===== src/hw/rtl/slpi_pkg.sv =====
// ----------------------------------------------------------------------------
// slpi_pkg: shared types and constants for the slew-limited PI position loop
// Field widths, register indexes, fixed loop constants and the beat,
// config and step-result structures.
// ----------------------------------------------------------------------------
package slpi_pkg;

    localparam int POS_W      = 24;   // Q16.8 position
    localparam int ERR_W      = 25;   // position difference
    localparam int SPEED_W    = 16;   // Q2.14 speed
    localparam int INTEG_W    = 48;   // error integral
    localparam int GAIN_W     = 16;
    localparam int LIM_W      = 15;
    localparam int TIME_W     = 16;   // Q0.16 seconds
    localparam int TOL_W      = 16;
    localparam int ISAT_W     = 27;   // pre-saturated integral for the I product
    localparam int CFG_IDX_W  = 3;
    localparam int CFG_DATA_W = 16;

    // Register indexes on the configuration port
    localparam logic [CFG_IDX_W-1:0] REG_PROP_GAIN   = 3'd0;
    localparam logic [CFG_IDX_W-1:0] REG_INTEG_GAIN  = 3'd1;
    localparam logic [CFG_IDX_W-1:0] REG_INTEG_LIMIT = 3'd2;
    localparam logic [CFG_IDX_W-1:0] REG_SPEED_LIMIT = 3'd3;
    localparam logic [CFG_IDX_W-1:0] REG_ACCEL_LIMIT = 3'd4;
    localparam logic [CFG_IDX_W-1:0] REG_TOLERANCE   = 3'd5;
    localparam logic [CFG_IDX_W-1:0] REG_HOLD_FF     = 3'd6;

    // Speed floors (-0.8 and -0.3 in Q2.14) and the low zone edge (8 rotations)
    localparam logic signed [SPEED_W-1:0] NEG_FLOOR_ALL  = -16'sd13107;
    localparam logic signed [SPEED_W-1:0] NEG_FLOOR_LOW  = -16'sd4915;
    localparam logic signed [POS_W-1:0]   LOW_ZONE_LIMIT = 24'sd2048;

    // Integral magnitude beyond which any nonzero I gain saturates the I term
    localparam logic signed [INTEG_W-1:0] ISAT_HI = 48'sd33554432;
    localparam logic signed [INTEG_W-1:0] ISAT_LO = -48'sd33554432;

    // Saturation bounds of the 48-bit integral, in the 49-bit sum width
    localparam logic signed [INTEG_W:0] INTEG_MAX = 49'sd140737488355327;
    localparam logic signed [INTEG_W:0] INTEG_MIN = -49'sd140737488355328;

    typedef struct packed {
        logic        [GAIN_W-1:0]  prop_gain;
        logic        [GAIN_W-1:0]  integ_gain;
        logic        [LIM_W-1:0]   integ_limit;
        logic        [LIM_W-1:0]   speed_limit;
        logic        [GAIN_W-1:0]  accel_limit;
        logic        [TOL_W-1:0]   tolerance;
        logic signed [SPEED_W-1:0] hold_ff;
    } cfg_t;

    typedef struct packed {
        logic                    op;
        logic signed [POS_W-1:0] target_position;
        logic signed [POS_W-1:0] measured_position;
        logic        [TIME_W-1:0] elapsed_time;
    } item_t;

    typedef struct packed {
        logic signed [SPEED_W-1:0] drive;
        logic                      at_target;
        logic                      restart;
        logic                      settled;
        logic signed [SPEED_W-1:0] last_speed_next;
        logic signed [INTEG_W-1:0] integral_next;
    } step_t;

endpackage


===== src/hw/rtl/slpi_step.sv =====
// ----------------------------------------------------------------------------
// slpi_step: one control step of the position loop
// Combinational: error, clamped P and I terms, slew limit, speed floors,
// integral update and saturated drive, from one beat and the loop state.
// ----------------------------------------------------------------------------
module slpi_step
    import slpi_pkg::*;
(
    input  cfg_t                      cfg,
    input  item_t                     item,
    input  logic signed [SPEED_W-1:0] last_speed,
    input  logic signed [INTEG_W-1:0] integral,
    output step_t                     res
);

    logic signed [ERR_W-1:0]     err;
    logic        [ERR_W-1:0]     mag;
    logic                        settled;
    logic signed [ISAT_W-1:0]    isat;
    logic signed [43:0]          iprod;
    logic signed [33:0]          ishift;
    logic signed [33:0]          ilim;
    logic signed [SPEED_W-1:0]   iterm;
    logic signed [41:0]          pprod;
    logic signed [39:0]          pterm;
    logic signed [40:0]          vel_raw;
    logic signed [40:0]          slim;
    logic signed [SPEED_W-1:0]   vel;
    logic        [31:0]          sprod;
    logic signed [17:0]          stp;
    logic signed [17:0]          diff;
    logic signed [17:0]          slew;
    logic signed [SPEED_W-1:0]   spd;
    logic signed [INTEG_W:0]     isum;
    logic signed [INTEG_W-1:0]   integ_upd;
    logic signed [SPEED_W:0]     drv_raw;
    logic signed [SPEED_W-1:0]   drv;

    always_comb begin
        // Position error and settle test
        err     = ERR_W'(item.target_position) - ERR_W'(item.measured_position);
        mag     = err[ERR_W-1] ? ERR_W'(-err) : ERR_W'(err);
        settled = mag < {{(ERR_W-TOL_W){1'b0}}, cfg.tolerance};

        // I term: a large integral saturates the term anyway, so narrow it first
        if (integral > ISAT_HI) begin
            isat = ISAT_W'(ISAT_HI);
        end else if (integral < ISAT_LO) begin
            isat = ISAT_W'(ISAT_LO);
        end else begin
            isat = ISAT_W'(integral);
        end
        iprod  = $signed({1'b0, cfg.integ_gain}) * isat;
        ishift = iprod[43:10];
        ilim   = $signed({19'b0, cfg.integ_limit});
        if (ishift > ilim) begin
            iterm = SPEED_W'(ilim);
        end else if (ishift < -ilim) begin
            iterm = SPEED_W'(-ilim);
        end else begin
            iterm = SPEED_W'(ishift);
        end

        // P term plus I term, clamped to the speed limit
        pprod   = $signed({1'b0, cfg.prop_gain}) * err;
        pterm   = pprod[41:2];
        vel_raw = 41'(pterm) + 41'(iterm);
        slim    = $signed({26'b0, cfg.speed_limit});
        if (vel_raw > slim) begin
            vel = SPEED_W'(slim);
        end else if (vel_raw < -slim) begin
            vel = SPEED_W'(-slim);
        end else begin
            vel = SPEED_W'(vel_raw);
        end

        // Slew limit: move at most accel_limit * elapsed_time
        sprod = cfg.accel_limit * item.elapsed_time;
        stp   = $signed({2'b0, sprod[31:16]});
        diff  = 18'(vel) - 18'(last_speed);
        if (diff > stp) begin
            slew = 18'(last_speed) + stp;
        end else if (diff < -stp) begin
            slew = 18'(last_speed) - stp;
        end else begin
            slew = 18'(vel);
        end
        spd = SPEED_W'(slew);

        // Downward speed floors
        if (spd < NEG_FLOOR_ALL) begin
            spd = NEG_FLOOR_ALL;
        end
        if (spd < NEG_FLOOR_LOW && item.measured_position < LOW_ZONE_LIMIT) begin
            spd = NEG_FLOOR_LOW;
        end

        // Saturating integral update
        isum = 49'(integral) + 49'(err);
        if (isum > INTEG_MAX) begin
            integ_upd = INTEG_W'(INTEG_MAX);
        end else if (isum < INTEG_MIN) begin
            integ_upd = INTEG_W'(INTEG_MIN);
        end else begin
            integ_upd = INTEG_W'(isum);
        end

        // Drive with hold feed-forward, saturated
        drv_raw = 17'(spd) + 17'(cfg.hold_ff);
        if (drv_raw > 17'sd32767) begin
            drv = 16'sh7fff;
        end else if (drv_raw < -17'sd32768) begin
            drv = -16'sh8000;
        end else begin
            drv = SPEED_W'(drv_raw);
        end

        // Select by operation and settle state
        res.restart = item.op;
        res.settled = !item.op && settled;
        priority if (item.op) begin
            res.drive           = '0;
            res.at_target       = 1'b0;
            res.last_speed_next = '0;
            res.integral_next   = '0;
        end else if (settled) begin
            res.drive           = '0;
            res.at_target       = 1'b1;
            res.last_speed_next = last_speed;
            res.integral_next   = '0;
        end else begin
            res.drive           = drv;
            res.at_target       = 1'b0;
            res.last_speed_next = spd;
            res.integral_next   = integ_upd;
        end
    end

endmodule


===== src/hw/rtl/slew_limited_pi_position_loop_top.sv =====
// ----------------------------------------------------------------------------
// slew_limited_pi_position_loop_top: PI position loop with slew limit
// Throughput: one beat per cycle while the sink keeps m_tready high; the loop
// state (integral, last speed) is updated in the single step stage between
// the input and output registers.
// Reset (aresetn low, synchronous): registers return to defaults, integral
// and last speed clear, both channels empty.
// ----------------------------------------------------------------------------
module slew_limited_pi_position_loop_top
    import slpi_pkg::*;
(
    input  logic                  aclk,
    input  logic                  aresetn,
    // Configuration write port
    input  logic                  cfg_wr_en,
    input  logic [CFG_IDX_W-1:0]  cfg_index,
    input  logic [CFG_DATA_W-1:0] cfg_data,
    // Input stream
    input  logic                  s_tvalid,
    output logic                  s_tready,
    input  logic [63:0]           s_tdata,   // target_position[23:0], measured_position[47:24],
                                             // elapsed_time[63:48]
    input  logic                  s_tuser,   // op[0]
    // Result stream
    output logic                  m_tvalid,
    input  logic                  m_tready,
    output logic [15:0]           m_tdata,   // drive[15:0]
    output logic                  m_tuser    // at_target[0]
);

    cfg_t                      cfg_reg;
    cfg_t                      cfg_next;
    item_t                     in_reg;
    logic                      in_valid_reg;
    logic                      in_valid_next;
    logic                      out_valid_reg;
    logic                      out_valid_next;
    logic signed [SPEED_W-1:0] drive_reg;
    logic                      at_target_reg;
    logic signed [SPEED_W-1:0] last_speed_reg;
    logic signed [SPEED_W-1:0] last_speed_next;
    logic signed [INTEG_W-1:0] integral_reg;
    logic signed [INTEG_W-1:0] integral_next;
    logic                      advance;
    logic                      proc;
    logic                      s_accept;
    step_t                     res;

    // Handshake: the output register parts the two sides
    assign advance  = !out_valid_reg || m_tready;
    assign proc     = in_valid_reg && advance;
    assign s_tready = !in_valid_reg || advance;
    assign s_accept = s_tvalid && s_tready;

    assign m_tvalid = out_valid_reg;
    assign m_tdata  = drive_reg;
    assign m_tuser  = at_target_reg;

    // Register writes
    always_comb begin
        cfg_next = cfg_reg;
        if (cfg_wr_en) begin
            unique case (cfg_index)
                REG_PROP_GAIN:   cfg_next.prop_gain   = cfg_data;
                REG_INTEG_GAIN:  cfg_next.integ_gain  = cfg_data;
                REG_INTEG_LIMIT: cfg_next.integ_limit = cfg_data[LIM_W-1:0];
                REG_SPEED_LIMIT: cfg_next.speed_limit = cfg_data[LIM_W-1:0];
                REG_ACCEL_LIMIT: cfg_next.accel_limit = cfg_data;
                REG_TOLERANCE:   cfg_next.tolerance   = cfg_data;
                REG_HOLD_FF:     cfg_next.hold_ff     = $signed(cfg_data);
                default: begin
                end
            endcase
        end
    end

    always_ff @(posedge aclk) begin
        if (!aresetn) begin
            cfg_reg.prop_gain   <= 16'd256;
            cfg_reg.integ_gain  <= 16'd0;
            cfg_reg.integ_limit <= 15'd4096;
            cfg_reg.speed_limit <= 15'd16384;
            cfg_reg.accel_limit <= 16'd16384;
            cfg_reg.tolerance   <= 16'd128;
            cfg_reg.hold_ff     <= 16'sd0;
        end else begin
            cfg_reg <= cfg_next;
        end
    end

    // Control step
    slpi_step u_step (
        .cfg        (cfg_reg),
        .item       (in_reg),
        .last_speed (last_speed_reg),
        .integral   (integral_reg),
        .res        (res)
    );

    // Stage valids and loop state
    always_comb begin
        in_valid_next   = in_valid_reg;
        out_valid_next  = out_valid_reg;
        last_speed_next = last_speed_reg;
        integral_next   = integral_reg;
        if (m_tready) begin
            out_valid_next = 1'b0;
        end
        if (proc) begin
            in_valid_next   = 1'b0;
            out_valid_next  = 1'b1;
            last_speed_next = res.last_speed_next;
            integral_next   = res.integral_next;
        end
        if (s_accept) begin
            in_valid_next = 1'b1;
        end
    end

    always_ff @(posedge aclk) begin
        if (!aresetn) begin
            in_valid_reg   <= 1'b0;
            out_valid_reg  <= 1'b0;
            last_speed_reg <= '0;
            integral_reg   <= '0;
        end else begin
            in_valid_reg   <= in_valid_next;
            out_valid_reg  <= out_valid_next;
            last_speed_reg <= last_speed_next;
            integral_reg   <= integral_next;
        end
    end

    // Payload: capture the input beat, load the result
    always_ff @(posedge aclk) begin
        if (s_accept) begin
            in_reg.op                <= s_tuser;
            in_reg.target_position   <= $signed(s_tdata[23:0]);
            in_reg.measured_position <= $signed(s_tdata[47:24]);
            in_reg.elapsed_time      <= s_tdata[63:48];
        end
        if (proc) begin
            drive_reg     <= res.drive;
            at_target_reg <= res.at_target;
        end
    end

    // A settled result always carries zero drive
    a_settled_zero: assert property (@(posedge aclk) disable iff (!aresetn)
        (out_valid_reg && at_target_reg) |-> (drive_reg == '0))
        else $error("settled result with nonzero drive");

    // Restart clears the loop state
    a_restart_clear: assert property (@(posedge aclk) disable iff (!aresetn)
        (proc && in_reg.op) |=> (last_speed_reg == '0 && integral_reg == '0))
        else $error("restart did not clear loop state");

    // A settled step keeps the speed and clears the integral
    a_settled_state: assert property (@(posedge aclk) disable iff (!aresetn)
        (proc && res.settled) |=> ($stable(last_speed_reg) && integral_reg == '0))
        else $error("settled step changed speed or kept integral");

    // Stored speed never drops below the global floor
    a_speed_floor: assert property (@(posedge aclk) disable iff (!aresetn)
        last_speed_reg >= NEG_FLOOR_ALL)
        else $error("stored speed below floor");

    // A result waiting on a stalled sink is not overwritten
    a_no_overwrite: assert property (@(posedge aclk) disable iff (!aresetn)
        (out_valid_reg && !m_tready) |-> !proc)
        else $error("result overwritten while stalled");

endmodule

===== config.mk =====
export PLATFORM = sky130hd
export DESIGN_NAME = slew_limited_pi_position_loop_top
export DESIGN_NICKNAME = d
export VERILOG_FILES = /design/src/hw/rtl/slpi_pkg.sv /design/src/hw/rtl/slpi_step.sv /design/src/hw/rtl/slew_limited_pi_position_loop_top.sv
export SDC_FILE = /design/constraint.sdc
export NUM_CORES = 2
export LEC_CHECK = 0
export BUFFER_PORTS_ARGS = -buffer_cell sky130_fd_sc_hd__buf_2
export CORE_MARGIN = 3
export CORE_UTILIZATION = 60
export DETAILED_ROUTE_END_ITERATION = 8
export MAX_ROUTING_LAYER = met4
export PLACE_DENSITY = 0.76
export SKIP_LAST_GASP = 1
export SYNTH_ARGS = -nofsm -noshare
export SYNTH_HDL_FRONTEND = slang
export SYNTH_HIERARCHICAL = 1
export SYNTH_SLANG_ARGS = --single-unit

===== constraint.sdc =====
create_clock -name aclk -period 56.6 [get_ports aclk]
set_input_delay 5.66 -clock aclk [delete_from_list [all_inputs] [get_ports aclk]]
set_output_delay 5.66 -clock aclk [all_outputs]
set_load 0.05 [all_outputs]

## Word-level counts from Yosys, hierarchy flattened

Index checks and enable logic that the tools add are counted.

- Bitwise operators: 0
- Div/mod/pow operators: 0
- Equality and inequality tests: 7
- Shifts and indexed selects: 0
- Multipliers: 3
- Reductions and logical operators: 20
- Multiplexer cells: 22
- $add $sub $neg: 11
- $lt $le $gt $ge: 16

Operators by type and width:

| cell | number |
|---|---|
| 16-bit 2-to-1 mux | 9 |
| 64-bit 2-to-1 mux | 2 |
| 48-bit 2-to-1 mux | 2 |
| 27-bit 2-to-1 mux | 2 |
| 48-bit by 25-bit adder with 49-bit output | 1 |
| 49-bit by 48-bit > comparator with 1-bit output (second input constant) | 1 |
| 49-bit by 48-bit less-than comparator with 1-bit output (second input constant) | 1 |
| 48-bit by 27-bit > comparator with 1-bit output (second input constant) | 1 |
| 48-bit by 26-bit less-than comparator with 1-bit output (second input constant) | 1 |
| 17-bit by 27-bit multiplier with 44-bit output | 1 |
| 17-bit by 25-bit multiplier with 42-bit output | 1 |
| 40-bit by 16-bit adder with 41-bit output | 1 |
| 41-bit by 16-bit > comparator with 1-bit output | 1 |
| 41-bit less-than comparator | 1 |
| 15-bit negator with 41-bit output | 1 |
| 34-bit by 16-bit > comparator with 1-bit output | 1 |
| 34-bit less-than comparator | 1 |
| 15-bit negator with 34-bit output | 1 |
| 16-bit by 16-bit multiplier with 32-bit output | 1 |
| 25-bit by 16-bit less-than comparator with 1-bit output | 1 |
| 25-bit 2-to-1 mux | 1 |
| 25-bit negator | 1 |
| 24-bit by 24-bit subtractor with 25-bit output | 1 |
| 24-bit by 13-bit less-than comparator with 1-bit output (second input constant) | 1 |
| 25 further kinds | 44 |

- Bits in latches: 0
- Bits in registers: 258
- Logic and storage cells: 97
- Output and inout bits: 19
- Bits in writable memories: 0
- Bits of input ports: 89
- Memories: 0
- Bits in read-only memories: 0

## Logic depth before layout (Yosys ltp)

- Word-level depth: 24
- Depth in mapped cells: 129
- Mapped depth without buffers: 121

## Hierarchy

The synthesis kept the hierarchy.

By module, submodules not included:

| module | seq. area each (sq um) | cells an instance | instances | area an instance (sq um) |
|---|---|---|---|---|
| slpi_step | 0.0 | 6593 | 1 | 53590.1 |
| slew_limited_pi_position_loop_top | 5985.7 | 757 | 1 | 8811.0 |

## Least setup slack after synthesis

Ideal clock, no wire load.

- Path kind: reg-to-reg
- From: register integral_reg[47]
- To: register drive_reg[10], in the netlist m_tdata[10], data pin
- Path buffers: 10
- Setup time: 0.270 ns
- Data arrival time: 25.434 ns
- Data required time: 56.330 ns
- Period minus slack after synthesis: 25.704 ns
- Path slack: 30.896 ns
- Cell stages (with the launch flop): 125
- Cells stage by stage: dfxtp_1 nand4_1 or4_1 nor3_1 a21oi_1 clkbuf_1 buf_1 nor2b_1 clkbuf_1 nand2_1 fa_1 fa_1 fa_1 fa_1 inv_1 fa_1 inv_1 fa_1 [... 89 more ...] nor2b_1 o21ai_0 a21oi_1 o21ai_0 a21oi_1 o21ai_0 a21oi_1 o21ai_0 a21boi_0 o21ai_0 a21boi_0 o31ai_1 a31oi_1 or2_2 clkbuf_1 clkbuf_1 nand3b_1 a21oi_1

- Word-level cells in the longest chain between the ends: 24
- Elaborated cells between the ends (all ways): 29
- Classes of those cells: add/sub (3); mul (1); order compare (12); mux (12); reduce/logical (1)

RTL lines:

| what | line | RTL |
|---|---|---|
| start, declared | slew_limited_pi_position_loop_top.sv:42 | `logic signed [INTEG_W-1:0] integral_reg;` |
| start signal, assigned | slew_limited_pi_position_loop_top.sv:130 | `integral_reg <= integral_next;` |
| 48-bit by 26-bit less-than comparator with 1-bit output | slpi_step.sv:48 | `end else if (integral < ISAT_LO) begin` |
| 27-bit 2-to-1 mux | slpi_step.sv:48 |  |
| 27-bit 2-to-1 mux * | slpi_step.sv:46 | `if (integral > ISAT_HI) begin` |
| 17-bit by 27-bit multiplier with 44-bit output * | slpi_step.sv:53 | `iprod = $signed({1'b0, cfg.integ_gain}) * isat;` |
| 34-bit less-than comparator | slpi_step.sv:58 | `end else if (ishift < -ilim) begin` |
| 16-bit 2-to-1 mux | slpi_step.sv:58 |  |
| 16-bit 2-to-1 mux * | slpi_step.sv:56 | `if (ishift > ilim) begin` |
| 40-bit by 16-bit adder with 41-bit output * | slpi_step.sv:67 | `vel_raw = 41'(pterm) + 41'(iterm);` |
| [... 8 more ...] | n/a |  |
| 16-bit 2-to-1 mux * | slpi_step.sv:91 | `if (spd < NEG_FLOOR_ALL) begin` |
| 16-bit by 14-bit less-than comparator with 1-bit output | slpi_step.sv:94 | `if (spd < NEG_FLOOR_LOW && item.measured_position < LOW_ZONE_LIMIT) begin` |
| 1-bit logical AND | slpi_step.sv:94 |  |
| 16-bit 2-to-1 mux * | slpi_step.sv:94 |  |
| 16-bit by 16-bit adder with 17-bit output * | slpi_step.sv:109 | `drv_raw = 17'(spd) + 17'(cfg.hold_ff);` |
| 17-bit by 16-bit less-than comparator with 1-bit output | slpi_step.sv:112 | `end else if (drv_raw < -17'sd32768) begin` |
| 16-bit 2-to-1 mux | slpi_step.sv:112 |  |
| 15-bit 2-to-1 mux * | slpi_step.sv:110 | `if (drv_raw > 17'sd32767) begin` |
| end signal, assigned | slew_limited_pi_position_loop_top.sv:143 | `drive_reg <= res.drive;` |
| end, declared | slew_limited_pi_position_loop_top.sv:38 | `logic signed [SPEED_W-1:0] drive_reg;` |

Mark *: on every way between the ends. The rest lies on a longest branch, timed or not.
A chain may end at the register's enable or synchronous reset.

## Final worst setup path

- From: register integral_reg[47]
- To: register drive_reg[1], in the netlist m_tdata[1], data pin

Same word-level chain as after synthesis.

==> run_results.csv <==
group,metric,value,unit
clock_network,postCtsSetupRepairBufs,0,
finish,finish.instance_area,65300,um^2
power_and_ir_drop,powerDensity,38.6,nW/um^2
finish,final_nets,8998,
clock_network,clk_latency,590,ps
hold_path,hold_path_class,"reg2reg",
clock_network,cts_buffers,34,
detailed_routing,wl_met3,15.4,mm
detailed_routing,firstDrtPassIters,6,
critical_path,slowest_delay,1000,ps
critical_path,slowest_stage,"nor2b_1",
floorplanning,fp.dieW,328,um
hold_path,hold_path.startpoint,"cfg_reg[23]$_SDFFE_PN1P_",
finish,layoutNonFillerInstCount,8660,
critical_path,regToRegStartpoint,"integral_reg[47]$_SDFFE_PN0P_",
critical_path,worst-setup-path-type,"reg2reg",
finish,syn_to_final_growth,4.73,%
floorplanning,dieArea,108000,um^2
clock_network,cts_hold_buf,0,
finish,nFillCells,8711,
detailed_routing,wl_per_cell,19.5,um
grt,grt_pass1_vias,52215,
grt,antenna_found_initial,4,
clock_network,postCtsResizedCells,0,
detailed_routing,drt_iter0_markers,4437,
detailed_routing,ant_nets,0,
clock_network,ctsRootBufferMaster,"clkbuf_16",
synth,syn_avg_cell_area,8.49,um^2
clock_network,clk_pin_slew,60,ps
timing,drv_slew,0,
placed_design,gp_congestion,0.964,
placed_design,dpl.cell_count,8597,
finish,drive_above_1_share,0.0513,
synth,yosysWarnings,6,
timing,worst_clock_skew,21.5,ps
critical_path,path_max_fanout,30,
placed_design,place_area,64200,um^2
outcome,status,"finished, final reports clean",
timing,fmax,33.4,MHz
finish,seq_area,5990,um^2
detailed_routing,drc,0,
critical_path,critPathBufInv,7,
floorplanning,die_height,328,um
timing,fin_setup_tns,0,ps
grt,grt_max_degree,118,
critical_path,critPathLaunch,"integral_reg[47]$_SDFFE_PN0P_",
power_and_ir_drop,vdd_drop_max,0.000106,V
grt,grt_first_pass_wirelength,274,mm
synth,syn_nets,9082,
grt,overflow,0,
clock_network,clockBufferDepth,3,
flow_run,drv_cap,0,
floorplanning,core-area,102000,um^2
synth,netlist_area,62400,um^2
critical_path,cp-start-kind,"flip-flop",
floorplanning,row_count,117,
placed_design,dp_hpwl,131,mm
critical_path,critPathArrivalTime,30270,ps
floorplanning,start_util,0.609,
finish,multi_input_area,50100,um^2
detailed_routing,drt-vias-per-instance,5.91,
timing,fin_crit_sh,0.529,
floorplanning,io_pins,108,
detailed_routing,route.met2.wl,78.4,mm
synth,netlist_instances,7349,
detailed_routing,finalWirelength,169,mm
placed_design,io_buffers,107,
detailed_routing,wl_met1,70.2,mm
detailed_routing,dr.max_layer_used,"met4",
grt,grtUsageTotal,0.326,
timing,finalHoldViolCount,0,
critical_path,cp_top_family,"compound AO/OA/AOI/OAI gates",
clock_network,cts.sinks,258,
timing,post-route-min-period,29970,ps
clock_network,cts_tree,"yes",
power_and_ir_drop,power.leakage,31.8,nW
timing,tightest_slew,1370,ps
detailed_routing,via_count,51212,
critical_path,end_kind,"flip-flop",
critical_path,cp.required,56900,ps
timing,rsz0062_at_grt,"false",
clock_network,htree_num_levels,2,
finish,largest_register_ffs,110,
timing,setup_viol,0,
timing,relSlewSlack,0.0855,
==> report_power, final <==
group / leakage (nW) / switching (W) / internal, W
combinational: 29.0 / 0.00127 / 0.000770
clock: 0.586 / 0.0000912 / 0.000145
sequential: 2.22 / 0.0000218 / 0.000228
total: 31.8 / 0.00138 / 0.00114
==> worst reg2reg max path: cells and delay by family (launching register included) <==
| family | cells | cell delay [ps] |
|---|---|---|
| AO/OA/AOI/OAI | 56 | 13520 |
| adder cells (fa/ha/maj) | 15 | 5500 |
| multiplexers | 1 | 280 |
| XOR/XNOR | 1 | 190 |
| buffers and inverters | 7 | 1040 |
| flip-flops | 1 | 790 |
| AND/OR/NAND/NOR | 34 | 8370 |
==> layout make-up <==
cell class	instances	area share
diodes	3	0.000115
clock buffers	47	0.0151
clock inverters	13	0.00310
inverters	1380	0.0793
multi-input cells	5400	0.767
flip-flops and latches	258	0.0916
well taps	1368	0.0262
repair buffers	191	0.0180
==> per-layer routing <==
layer  up-vias  GRT usage
li1      23326          -
met4         0     0.0900
met2      2190      0.516
met1     25315      0.436
met3       381     0.0538
met5         -          -
==> path summary, 6_finish.rpt <==
kind,cells after the start,to,slack [ps]
max,114,m_tdata[1]$_DFFE_PP_,26630
min,2,cfg_reg[23]$_SDFFE_PN1P_,480
max reg2reg,114,m_tdata[1]$_DFFE_PP_,26630
min reg2reg,2,cfg_reg[23]$_SDFFE_PN1P_,480
==> cells in the final DEF (no fill, tap or decap), types with 84 or more instances in the layout <==
master,count
a21o_1,125
a21oi_1,270
and2_1,442
buf_2,106
buf_4,84
dfxtp_1,176
fa_1,1008
ha_1,636
inv_1,1378
mux2i_1,95
nand2_1,965
nand3_1,164
nor2_1,220
nor2b_1,88
o21ai_0,262
xnor2_1,168
==> per-stage QoR <==
stage	hold slack, ps	utilization	power (W)	worst slack (ps)
2_1_floorplan	438	-	0.00178	30900
3_3_place_gp	456	0.626	0.00221	28020
3_5_place_dp	463	0.626	0.00223	27330
4_1_cts	477	0.638	0.00249	27210
5_1_grt	500	0.638	0.00273	24460
6_report	475	0.638	0.00253	26630
No activity file was read; power rests on OpenSTA's default activity.
